--- src/hdl/dpc_pkg.sv ---
package dpc_pkg;

   typedef enum logic [1:0] {
      OP_TICK       = 2'd0,
      OP_CLEAR      = 2'd1,
      OP_LOAD_TOTAL = 2'd2,
      OP_LOAD_PULSE = 2'd3
   } op_type;

   typedef enum logic [1:0] {
      PH_IDLE     = 2'd0,
      PH_SAMPLE   = 2'd1,
      PH_CONFIRM1 = 2'd2,
      PH_CONFIRM2 = 2'd3
   } phase_type;

   localparam logic [2:0] MODE_NONE         = 3'd0;
   localparam logic [2:0] MODE_CHANGE       = 3'd1;
   localparam logic [2:0] MODE_RISING       = 3'd2;
   localparam logic [2:0] MODE_FALLING      = 3'd3;
   localparam logic [2:0] MODE_PULSE_LOW    = 3'd4;
   localparam logic [2:0] MODE_PULSE_HIGH   = 3'd5;
   localparam logic [2:0] MODE_PULSE_CHANGE = 3'd6;

   localparam int CSR_INDEX_BITS = 2;
   localparam int CSR_DATA_BITS  = 24;

   localparam logic [CSR_INDEX_BITS-1:0] CSR_TRIGGER_MODE   = 2'd0;
   localparam logic [CSR_INDEX_BITS-1:0] CSR_DEBOUNCE_TICKS = 2'd1;

   typedef struct packed {
      logic [1:0]  operation;
      logic        pin_level;
      logic [31:0] load_count;
      logic [31:0] load_time;
   } req_word_type;

   typedef struct packed {
      logic [31:0] pulse_count;
      logic [31:0] total_count;
      logic [31:0] pulse_time;
      logic        counted;
   } rsp_word_type;

   typedef struct packed {
      logic                      write;
      logic [CSR_INDEX_BITS-1:0] index;
      logic [CSR_DATA_BITS-1:0]  data;
   } csr_write_type;

endpackage

--- src/hdl/dpc_core.sv ---
module dpc_core import dpc_pkg::*; #(
   parameter int TIME_BITS = 32
) (
   input  logic          clock,
   input  logic          reset,
   input  csr_write_type csr,
   input  logic          fire,
   input  req_word_type  req,
   output rsp_word_type  rsp
);

   logic [2:0]           mode_ff, mode_in;
   logic [23:0]          db_ff, db_in;
   logic [TIME_BITS-1:0] tick_ff, tick_in;
   logic                 prev_ff, prev_in;
   phase_type            phase_ff, phase_in;
   logic [TIME_BITS-1:0] deadline_ff, deadline_in;
   logic                 checked_ff, checked_in;
   logic                 stable_ff, stable_in;
   logic [TIME_BITS-1:0] start_ff, start_in;
   logic [TIME_BITS-1:0] high_ff, high_in;
   logic [TIME_BITS-1:0] low_ff, low_in;
   logic [31:0]          pcount_ff, pcount_in;
   logic [31:0]          tcount_ff, tcount_in;
   logic [TIME_BITS-1:0] last_ff, last_in;
   logic                 hit;

   logic [TIME_BITS-1:0] now;
   logic [TIME_BITS-1:0] gap;
   logic [TIME_BITS-1:0] half;
   logic [TIME_BITS-1:0] db_t;
   logic [TIME_BITS-1:0] db_twice;
   logic [TIME_BITS-1:0] change;
   logic [TIME_BITS-1:0] since;
   logic                 due;
   logic                 edge_seen;
   logic                 qualifies;

   assign now      = tick_ff + TIME_BITS'(1);
   assign gap      = now - deadline_ff;
   assign due      = (phase_ff != PH_IDLE) && !gap[TIME_BITS-1];
   assign half     = TIME_BITS'(db_ff[23:1]);
   assign db_t     = TIME_BITS'(db_ff);
   assign db_twice = TIME_BITS'({db_ff, 1'b0});
   assign change   = now - db_twice;
   assign edge_seen = req.pin_level != prev_ff;

   always_comb begin
      mode_in     = mode_ff;
      db_in       = db_ff;
      tick_in     = tick_ff;
      prev_in     = prev_ff;
      phase_in    = phase_ff;
      deadline_in = deadline_ff;
      checked_in  = checked_ff;
      stable_in   = stable_ff;
      start_in    = start_ff;
      high_in     = high_ff;
      low_in      = low_ff;
      pcount_in   = pcount_ff;
      tcount_in   = tcount_ff;
      last_in     = last_ff;
      hit         = 1'b0;
      since       = '0;
      qualifies   = 1'b0;

      unique case (op_type'(req.operation))
         OP_TICK: begin
            tick_in = now;
            if (due) begin
               unique case (phase_ff)
                  PH_SAMPLE: begin
                     checked_in  = req.pin_level;
                     deadline_in = now + half;
                     phase_in    = PH_CONFIRM1;
                  end
                  PH_CONFIRM1: begin
                     if (req.pin_level == checked_ff) begin
                        phase_in = PH_CONFIRM2;
                     end else begin
                        checked_in = req.pin_level;
                     end
                     deadline_in = now + half;
                  end
                  PH_CONFIRM2: begin
                     if (stable_ff) begin
                        high_in = change - start_ff;
                     end else begin
                        low_in = change - start_ff;
                     end
                     if (req.pin_level == checked_ff) begin
                        if (req.pin_level != stable_ff) begin
                           stable_in = req.pin_level;
                           start_in  = change;
                           if (mode_ff == MODE_PULSE_CHANGE) begin
                              last_in   = stable_in ? low_in : high_in;
                              pcount_in = pcount_ff + 32'd1;
                              tcount_in = tcount_ff + 32'd1;
                              hit       = 1'b1;
                           end else if ((mode_ff == MODE_PULSE_HIGH && !stable_in) ||
                                        (mode_ff == MODE_PULSE_LOW && stable_in)) begin
                              last_in   = low_in + high_in;
                              pcount_in = pcount_ff + 32'd1;
                              tcount_in = tcount_ff + 32'd1;
                              hit       = 1'b1;
                           end
                        end
                        phase_in = PH_IDLE;
                     end else begin
                        checked_in  = req.pin_level;
                        phase_in    = PH_CONFIRM1;
                        deadline_in = now + half;
                     end
                  end
                  PH_IDLE: begin
                     phase_in = PH_IDLE;
                  end
               endcase
            end

            if (mode_ff == MODE_CHANGE || mode_ff == MODE_RISING ||
                mode_ff == MODE_FALLING) begin
               qualifies = (mode_ff == MODE_CHANGE && edge_seen) ||
                           (mode_ff == MODE_RISING && edge_seen && req.pin_level) ||
                           (mode_ff == MODE_FALLING && edge_seen && !req.pin_level);
               since = now - start_in;
               if (qualifies && (64'(since) > 64'(db_ff))) begin
                  last_in   = since;
                  pcount_in = pcount_in + 32'd1;
                  tcount_in = tcount_in + 32'd1;
                  start_in  = now;
                  hit       = 1'b1;
               end
            end else if (mode_ff == MODE_PULSE_LOW || mode_ff == MODE_PULSE_HIGH ||
                         mode_ff == MODE_PULSE_CHANGE) begin
               if (edge_seen && phase_in == PH_IDLE) begin
                  phase_in    = PH_SAMPLE;
                  deadline_in = now + db_t;
               end
            end
            prev_in = req.pin_level;
         end
         OP_CLEAR: begin
            pcount_in = '0;
            last_in   = '0;
         end
         OP_LOAD_TOTAL: begin
            tcount_in = req.load_count;
         end
         OP_LOAD_PULSE: begin
            pcount_in = req.load_count;
            last_in   = TIME_BITS'(req.load_time);
         end
      endcase

      rsp.pulse_count = pcount_in;
      rsp.total_count = tcount_in;
      rsp.pulse_time  = 32'(64'(last_in));
      rsp.counted     = hit;
   end

   always_ff @(posedge clock) begin
      if (reset) begin
         mode_ff     <= MODE_NONE;
         db_ff       <= '0;
         tick_ff     <= '0;
         prev_ff     <= 1'b1;
         phase_ff    <= PH_IDLE;
         deadline_ff <= '0;
         checked_ff  <= 1'b1;
         stable_ff   <= 1'b0;
         start_ff    <= '0;
         high_ff     <= '0;
         low_ff      <= '0;
         pcount_ff   <= '0;
         tcount_ff   <= '0;
         last_ff     <= '0;
      end else begin
         if (fire) begin
            tick_ff     <= tick_in;
            prev_ff     <= prev_in;
            phase_ff    <= phase_in;
            deadline_ff <= deadline_in;
            start_ff    <= start_in;
            high_ff     <= high_in;
            low_ff      <= low_in;
            pcount_ff   <= pcount_in;
            tcount_ff   <= tcount_in;
            last_ff     <= last_in;
         end
         if (csr.write && csr.index == CSR_TRIGGER_MODE) begin
            mode_ff    <= csr.data[2:0];
            stable_ff  <= csr.data[2:0] == MODE_PULSE_LOW;
            checked_ff <= 1'b1;
         end else begin
            if (fire) begin
               checked_ff <= checked_in;
               stable_ff  <= stable_in;
            end
            if (csr.write && csr.index == CSR_DEBOUNCE_TICKS) begin
               db_ff <= csr.data;
            end else begin
               db_ff <= db_in;
            end
            mode_ff <= mode_in;
         end
      end
   end

endmodule

--- src/hdl/debounced_pulse_counter_top.sv ---
// channel  direction  word            handshake
// req      in         req_word_type   req_valid / req_ready
// rsp      out        rsp_word_type   rsp_valid / rsp_ready
// csr      in         index + data    csr_valid / csr_ready (always ready)
//
// one word per cycle sustained while rsp_ready stays high; each word waits in
// the input register until the result register is free, then moves into it
// the counter state advances as a word moves from input to result register
// synchronous reset clears valid flags; core mode none, counters and time at zero
// a stalled result holds the input register; req_ready drops only when both are full
module debounced_pulse_counter_top import dpc_pkg::*; #(
   parameter int TIME_BITS = 32
) (
   input  logic                      clock,
   input  logic                      reset,
   input  logic                      req_valid,
   output logic                      req_ready,
   input  req_word_type              req_data,
   output logic                      rsp_valid,
   input  logic                      rsp_ready,
   output rsp_word_type              rsp_data,
   input  logic                      csr_valid,
   output logic                      csr_ready,
   input  logic [CSR_INDEX_BITS-1:0] csr_index,
   input  logic [CSR_DATA_BITS-1:0]  csr_data
);

   logic          in_valid_ff;
   req_word_type  in_data_ff;
   logic          rsp_valid_ff;
   rsp_word_type  rsp_data_ff;
   rsp_word_type  rsp_next;
   csr_write_type csr;
   logic          advance;

   assign csr_ready = 1'b1;
   assign csr.write = csr_valid;
   assign csr.index = csr_index;
   assign csr.data  = csr_data;

   assign advance   = in_valid_ff && (!rsp_valid_ff || rsp_ready);
   assign req_ready = !in_valid_ff || advance;
   assign rsp_valid = rsp_valid_ff;
   assign rsp_data  = rsp_data_ff;

   dpc_core #(
      .TIME_BITS(TIME_BITS)
   ) u_core (
      .clock(clock),
      .reset(reset),
      .csr(csr),
      .fire(advance),
      .req(in_data_ff),
      .rsp(rsp_next)
   );

   always_ff @(posedge clock) begin
      if (reset) begin
         in_valid_ff  <= 1'b0;
         rsp_valid_ff <= 1'b0;
      end else begin
         if (req_ready) begin
            in_valid_ff <= req_valid;
         end
         if (advance) begin
            rsp_valid_ff <= 1'b1;
         end else if (rsp_ready) begin
            rsp_valid_ff <= 1'b0;
         end
      end
   end

   always_ff @(posedge clock) begin
      if (req_valid && req_ready) begin
         in_data_ff <= req_data;
      end
      if (advance) begin
         rsp_data_ff <= rsp_next;
      end
   end

`ifndef SYNTH
   a_hold_when_stalled: assert property (@(posedge clock) disable iff (reset)
      (in_valid_ff && rsp_valid_ff && !rsp_ready) |=> in_valid_ff)
      else $error("input word dropped while result stalled");

   a_ready_only_when_full: assert property (@(posedge clock) disable iff (reset)
      !req_ready |-> (in_valid_ff && rsp_valid_ff))
      else $error("req_ready low with a free stage");

   a_no_result_after_reset: assert property (@(posedge clock)
      reset |=> !rsp_valid)
      else $error("result valid straight after reset");
`endif

endmodule

--- config.mk ---
export PLATFORM = sky130hd
export DESIGN_NAME = debounced_pulse_counter_top
export DESIGN_NICKNAME = d
export VERILOG_FILES = /design/src/hdl/dpc_pkg.sv /design/src/hdl/dpc_core.sv /design/src/hdl/debounced_pulse_counter_top.sv
export SDC_FILE = /design/constraint.sdc
export NUM_CORES = 2
export LEC_CHECK = 0
export ABC_AREA = 1
export CAP_MARGIN = 20
export CORE_ASPECT_RATIO = 1.75
export CORE_UTILIZATION = 60
export DETAILED_ROUTE_END_ITERATION = 7
export DONT_BUFFER_PORTS = 1
export PLACE_DENSITY = 0.79
export SLEW_MARGIN = 15
export SYNTH_ARGS = -nofsm -noshare
export SYNTH_HDL_FRONTEND = slang
export SYNTH_SLANG_ARGS = --single-unit
export TNS_END_PERCENT = 50
--- constraint.sdc ---
create_clock -name clock -period 7.2 [get_ports clock]
set_clock_uncertainty 0.15 [all_clocks]
set_input_delay 0.72 -clock clock [delete_from_list [all_inputs] [get_ports clock]]
set_output_delay 0.72 -clock clock [all_outputs]
set_load 0.01 [all_outputs]
==> results of run 1 <==
-- metal layers --
layer	track usage, %	overflow
met4	62.12	9
met1	50.72	0
met3	18.15	0
met2	87.70	9
met5	0	0
-- per-stage QoR --
stage / hold WS [ns] / worst slack (ns) / instance area [um^2] / utilization, % / setup TNS (ns)
3_3_place_gp: 0.2976 / -1.702 / 41500 / 69.75 / -346.61
3_5_place_dp: 0.2992 / -1.713 / 41500 / 69.75 / -350.61
2_1_floorplan: 0.2910 / 0.01376 / 36330 / - / 0
4_1_cts: 0.01546 / -0.3872 / 45820 / 77.01 / -57.81
-- timing repair --
| action | CTS |
|---|---|
| pin swaps | 122 |
| gates resized for setup | 405 |
| buffers inserted | 86 |
| cloned | 12 |
| setup endpoints to repair | 225 |
-- logic make-up after synthesis --
group                      share of synthesized area, %
AOI/OAI and AO/OA                                 17.64
xor gates and xnor gates                          6.128
adders and majority gates                         7.970
buffers and inverters                             10.60
DFF                                               29.59
muxes                                           0.02760
other                                           0.01034
and+or+nand+nor                                   28.03
==> results by group, run 1 <==
Global route
  – Gr ovfl total: 18
  – Tot GR Track Use: around 54%
  – Largest net degree at the start of global routing: 178
  – Vias in the first global route: 44070
  – First-pass GRT wire length: between 200 and 300 mm

Floorplan
  – Die W: between 150 and 200 um
  – Initial core utilization: 60.95%
  – Cell Rows: 118
  – Die H: roughly 330 um
  – Io pins: 198

CTS
  – Post-CTS Hold Fix Bufs: 0
  – CTS Buf Count: 46
  – CTS root buffer: clkbuf_16
  – Htree depth: 2
  – CTS max path bufs: 3
  – CTS Sinks: 454

Yosys
  – Number of flops mapped to enable cells by yosys: 164
  – Area fraction of the dominant cell type after synthesis: 16.01%
  – Ys flop type: dfxtp_1
  – Area leader, netlist: dfxtp_1
  – Post-Syn Area: 36260 um^2
  – Average size of a mapped cell: 6.643 um^2
  – Synth warn: 0
  – Netlist cell types: 59
  – Synth top cells by count: 1269 x nand2_1, 758 x inv_1, 517 x a21oi_1
  – Fraction of registers with async set/reset: 0%
  – Most common cell in the netlist: nand2_1
  – Cells taking the most area after synthesis: dfxtp_1 16%, edfxtp_1 14%, nand2_1 13%, inv_1 7.8%, ha_1 7.7%
  – Sequential cell area fraction in the yosys report: between 20 and 30%
  – Seq cells post-synth: 454
  – Synth Instances: 5459
  – Syn nets: 5785

Placement
  – Dpl cells: 6677
  – DP HPWL: ~110 mm
  – PortBufs: 0
  – GP Congestion: 1.079

Run status
  – Error: [ERROR GRT-0116] Global routing finished with congestion. Check the congestion regions in the DRC Viewer.
  – Fail Step: 5_1_grt
  – Status: stopped before the end
==> inputs of run 2 (changes only) <==
- CORE_ASPECT_RATIO: 1.75 -> not set
- CORE_UTILIZATION: 60 -> 40
- PLACE_DENSITY: 0.79 -> not set
- PLACE_DENSITY_LB_ADDON: not set -> 0.15
- clock period: 7.2 -> 9.4 ns (I/O delays scaled with it)
==> run 2 against run 1 <==
The flow now finishes without violations. Synthesized cell count did not move. Synthesized area did not move.
==> results by group, run 2 <==
STA
  – RSZ-0062 raised after global routing: no
  – Worst setup margin: 0.9268 ns
  – Setup violations, final: 0
  – Worst-margin pin slew: 1.081 ns
  – Max Fclk: 0.1180 GHz
  – Final setup TNS: 0 ns
  – Slew margin rel.: about 28%
  – Final Hold Viols: 0
  – Max-slew violations: 0
  – Minimum clock period: 8.473 ns
  – Fin crit share: 90.14%

CTS
  – Buffer count from post-CTS setup fixing: 0 (-100%)
  – CTS root buffer: clkbuf_16
  – Clk_lat worst skew: 0.66 ns
  – Worst-path clk slew: 0.07 ns
  – CTS Buf Count: 56 (+22%)
  – Htree depth: 2 (unchanged)
  – Post-CTS sizing: 0 (-100%)
  – Post-CTS Hold Fix Bufs: 0 (unchanged)
  – CTS Sinks: 454 (unchanged)
  – CTS tree: yes
  – CTS max path bufs: 3 (unchanged)

Yosys
  – Compound-Gate Fraction of Synth Area: 17.64% (unchanged)
  – Multiplexer share of the synthesized area: 0.02760% (unchanged)
  – Synth Instances: 5459 (unchanged)
  – Post-Synth Adder-Cell Area: 7.970% (unchanged)
  – Ys flop type: dfxtp_1
  – Synth top cells by count: 1269 x nand2_1, 758 x inv_1, 517 x a21oi_1
  – Most common cell in the netlist: nand2_1
  – Share of synthesized cell area in and, or, nand and nor gates: 28.03% (unchanged)
  – Largest family of logic cells by synthesized area: simple AND/OR/NAND/NOR gates
  – Netlist cell types: 59 (unchanged)
  – Fraction of registers with async set/reset: 0% (unchanged)
  – Sequential cell area fraction in the yosys report: 29.59% (unchanged)
  – Seq cells post-synth: 454 (unchanged)
  – Number of flops mapped to enable cells by yosys: 164 (unchanged)
  – Synth Area in XOR/XNOR: 6.128% (unchanged)
  – Cells taking the most area after synthesis: dfxtp_1 16%, edfxtp_1 14%, nand2_1 13%, inv_1 7.8%, ha_1 7.7%
  – Area leader, netlist: dfxtp_1
  – Synth warn: 0 (unchanged)
  – Syn nets: 5785 (unchanged)
  – Area fraction of the dominant cell type after synthesis: 16.01% (unchanged)
  – Average size of a mapped cell: 6.643 um^2 (unchanged)
  – Post-Syn Area: 36260 um^2 (unchanged)

Route
  – DRC Markers: 0
  – Total Wirelength: approximately 130 mm
  – Routed len/inst: just over 20 um
  – Vias: 36210
  – Antenna viol nets, final: 0
  – Pre-Repair DR Iteration Count: 6
  – Drt initial violations: roughly 3600
  – Vias per cell: 5.487

Floorplan
  – CORE AREA: 89870 um^2
  – Cell Rows: 110 (-6.8%)
  – Die W: 303.1 um (+61%)
  – Die H: 303.1 um (-7.4%)
  – Initial core utilization: 40.35% (-21 points)
  – Die footprint: 91860 um^2
  – Io pins: 198 (unchanged)

Setup path
  – Flop-to-flop setup slack: ~0.9 ns
  – Worst setup path end: u_core.tcount_ff[14]$_SDFFE_PP0P_
  – RR Startpoint: u_core.tick_ff[0]$_SDFFE_PP0P_
  – Crit. Startpoint: u_core.tick_ff[0]$_SDFFE_PP0P_
  – Stages on worst setup path: 52
  – Data arrival, critical path: between 8 and 9 ns
  – CP delay by family, top: simple AND/OR/NAND/NOR gates
  – Critical path startpoint category: flop
  – CP max stage delay: 0.42 ns
  – Crit path required time: 9.79 ns
  – Critical-path top delay cell: dfxtp_2
  – Crit path kind: flop to flop
  – Crit path buf inv count: 11
  – Worst reg-to-reg path cell count: between 50 and 60
  – Worst Path Max Fanout: 40
  – Crit end category: flop
  – Most used cell, CP: nand2_1
  – RR Endpoint: u_core.tcount_ff[14]$_SDFFE_PP0P_

Global route
  – Antenna violations before repair: 1
  – Vias in the first global route: 33080
  – Largest net degree at the start of global routing: approximately 180
  – First-pass GRT wire length: 201.5 mm
  – Tot GR Track Use: 28.45%
  – Gr ovfl total: 0

Run status
  – Status: complete, no violations

Placement
  – PortBufs: 0 (unchanged)
  – Place WS: 0.3058 ns (+2.018 ns)
  – GP Congestion: 0.9554 (-11%)
  – DP HPWL: 100.0 mm (-12%)

Job
  – Total of max-cap violations: 0

Layout
  – Post-layout util: a little over two fifths
  – Share of layout cells above drive strength 1: 4.960%
  – Fillers: ~9500
  – Nets: 5704
  – Layout Area Growth over Synthesis: 8.868%
  – Largest register FFs: 97
  – Most frequent cells in the layout: 1268 x nand2_1, 754 x inv_1, 517 x a21oi_1
  – Antenna Diode Count: 0
  – Most common cell after layout, fill and taps aside: nand2_1

Power and ir drop
  – Leakage power: 18.12 nW
  – PwrDens: between 150 and 200 nW/um^2
  – Maximum vdd ir drop: around 0.00017 V

Hold path
  – Min-Delay Path Class: input pin to flop
  – Hold Crit Depth: 0
## run 2: through the flow
step | std cells | hold WS, ns | power [mW] | area, um^2
after floorplan | 5459 | 0.2910 | 3.985 | 36260
after global placement | 6496 | 0.2997 | 4.651 | 37520
after detailed placement | 6496 | 0.3051 | 4.657 | 37520
after CTS | 6599 | 0.1862 | 6.963 | 39440
after global routing | 6599 | 0.2004 | 7.381 | 39480
final | 6599 | 0.2245 | 6.981 | 39480
## run 2: kinds of logic (layout without fill, tap and decap cells)
family / Yosys count / in the layout
other cells: 1 / 1
mux: 1 / 1
flops: 454 / 454
xor+xnor: 252 / 252
buf+inv: 992 / 956
fa+ha+maj: 228 / 228
simple gates: 2355 / 2355
compound gates: 1176 / 1176
## run 2: area by class of cell
cell class / instances / area, um^2 / area share [%]
flip-flops and latches: 454 / 10730 / 27.19
well taps: 1176 / 1471 / 3.727
inverters: 774 / 2917 / 7.388
repair buffers: 79 / 646.9 / 1.639
clock buffers: 76 / 1623 / 4.111
multi-input cells: 4013 / 21790 / 55.20
clock inverters: 27 / 294.0 / 0.7448
## run 2: how the worst min path moves through the flow
stage	from	end	slack, ns
global placement	u_core.low_ff[9]$_SDFFE_PP0P_	u_core.low_ff[9]$_SDFFE_PP0P_	0.30
finish	req_data[50]	in_data_ff[50]$_DFFE_PP_	0.22
floorplan	u_core.low_ff[9]$_SDFFE_PP0P_	u_core.low_ff[9]$_SDFFE_PP0P_	0.29
CTS	req_data[50]	in_data_ff[50]$_DFFE_PP_	0.19
detailed placement	u_core.deadline_ff[14]$_SDFFE_PP0P_	u_core.deadline_ff[14]$_SDFFE_PP0P_	0.31
global route	req_data[51]	in_data_ff[51]$_DFFE_PP_	0.20
## run 2: power breakdown
| group | switching [mW] | internal (mW) | leakage, nW |
|---|---|---|---|
| clock network | 0.951 | 1.35 | 0.951 |
| registers | 0.0977 | 2.14 | 3.95 |
| logic | 1.66 | 0.782 | 13.2 |
| total | 2.71 | 4.27 | 18.1 |
## run 2: metal layers
metal	global-route usage, %	vias up	share of wire [%]
met4	6.413	0	2.2
met3	3.670	149	7.1
met2	43.22	1254	42
met5	0	-	0
li1	-	18010	-
met1	42.37	16800	48
Power figures use the tool's default switching activity.
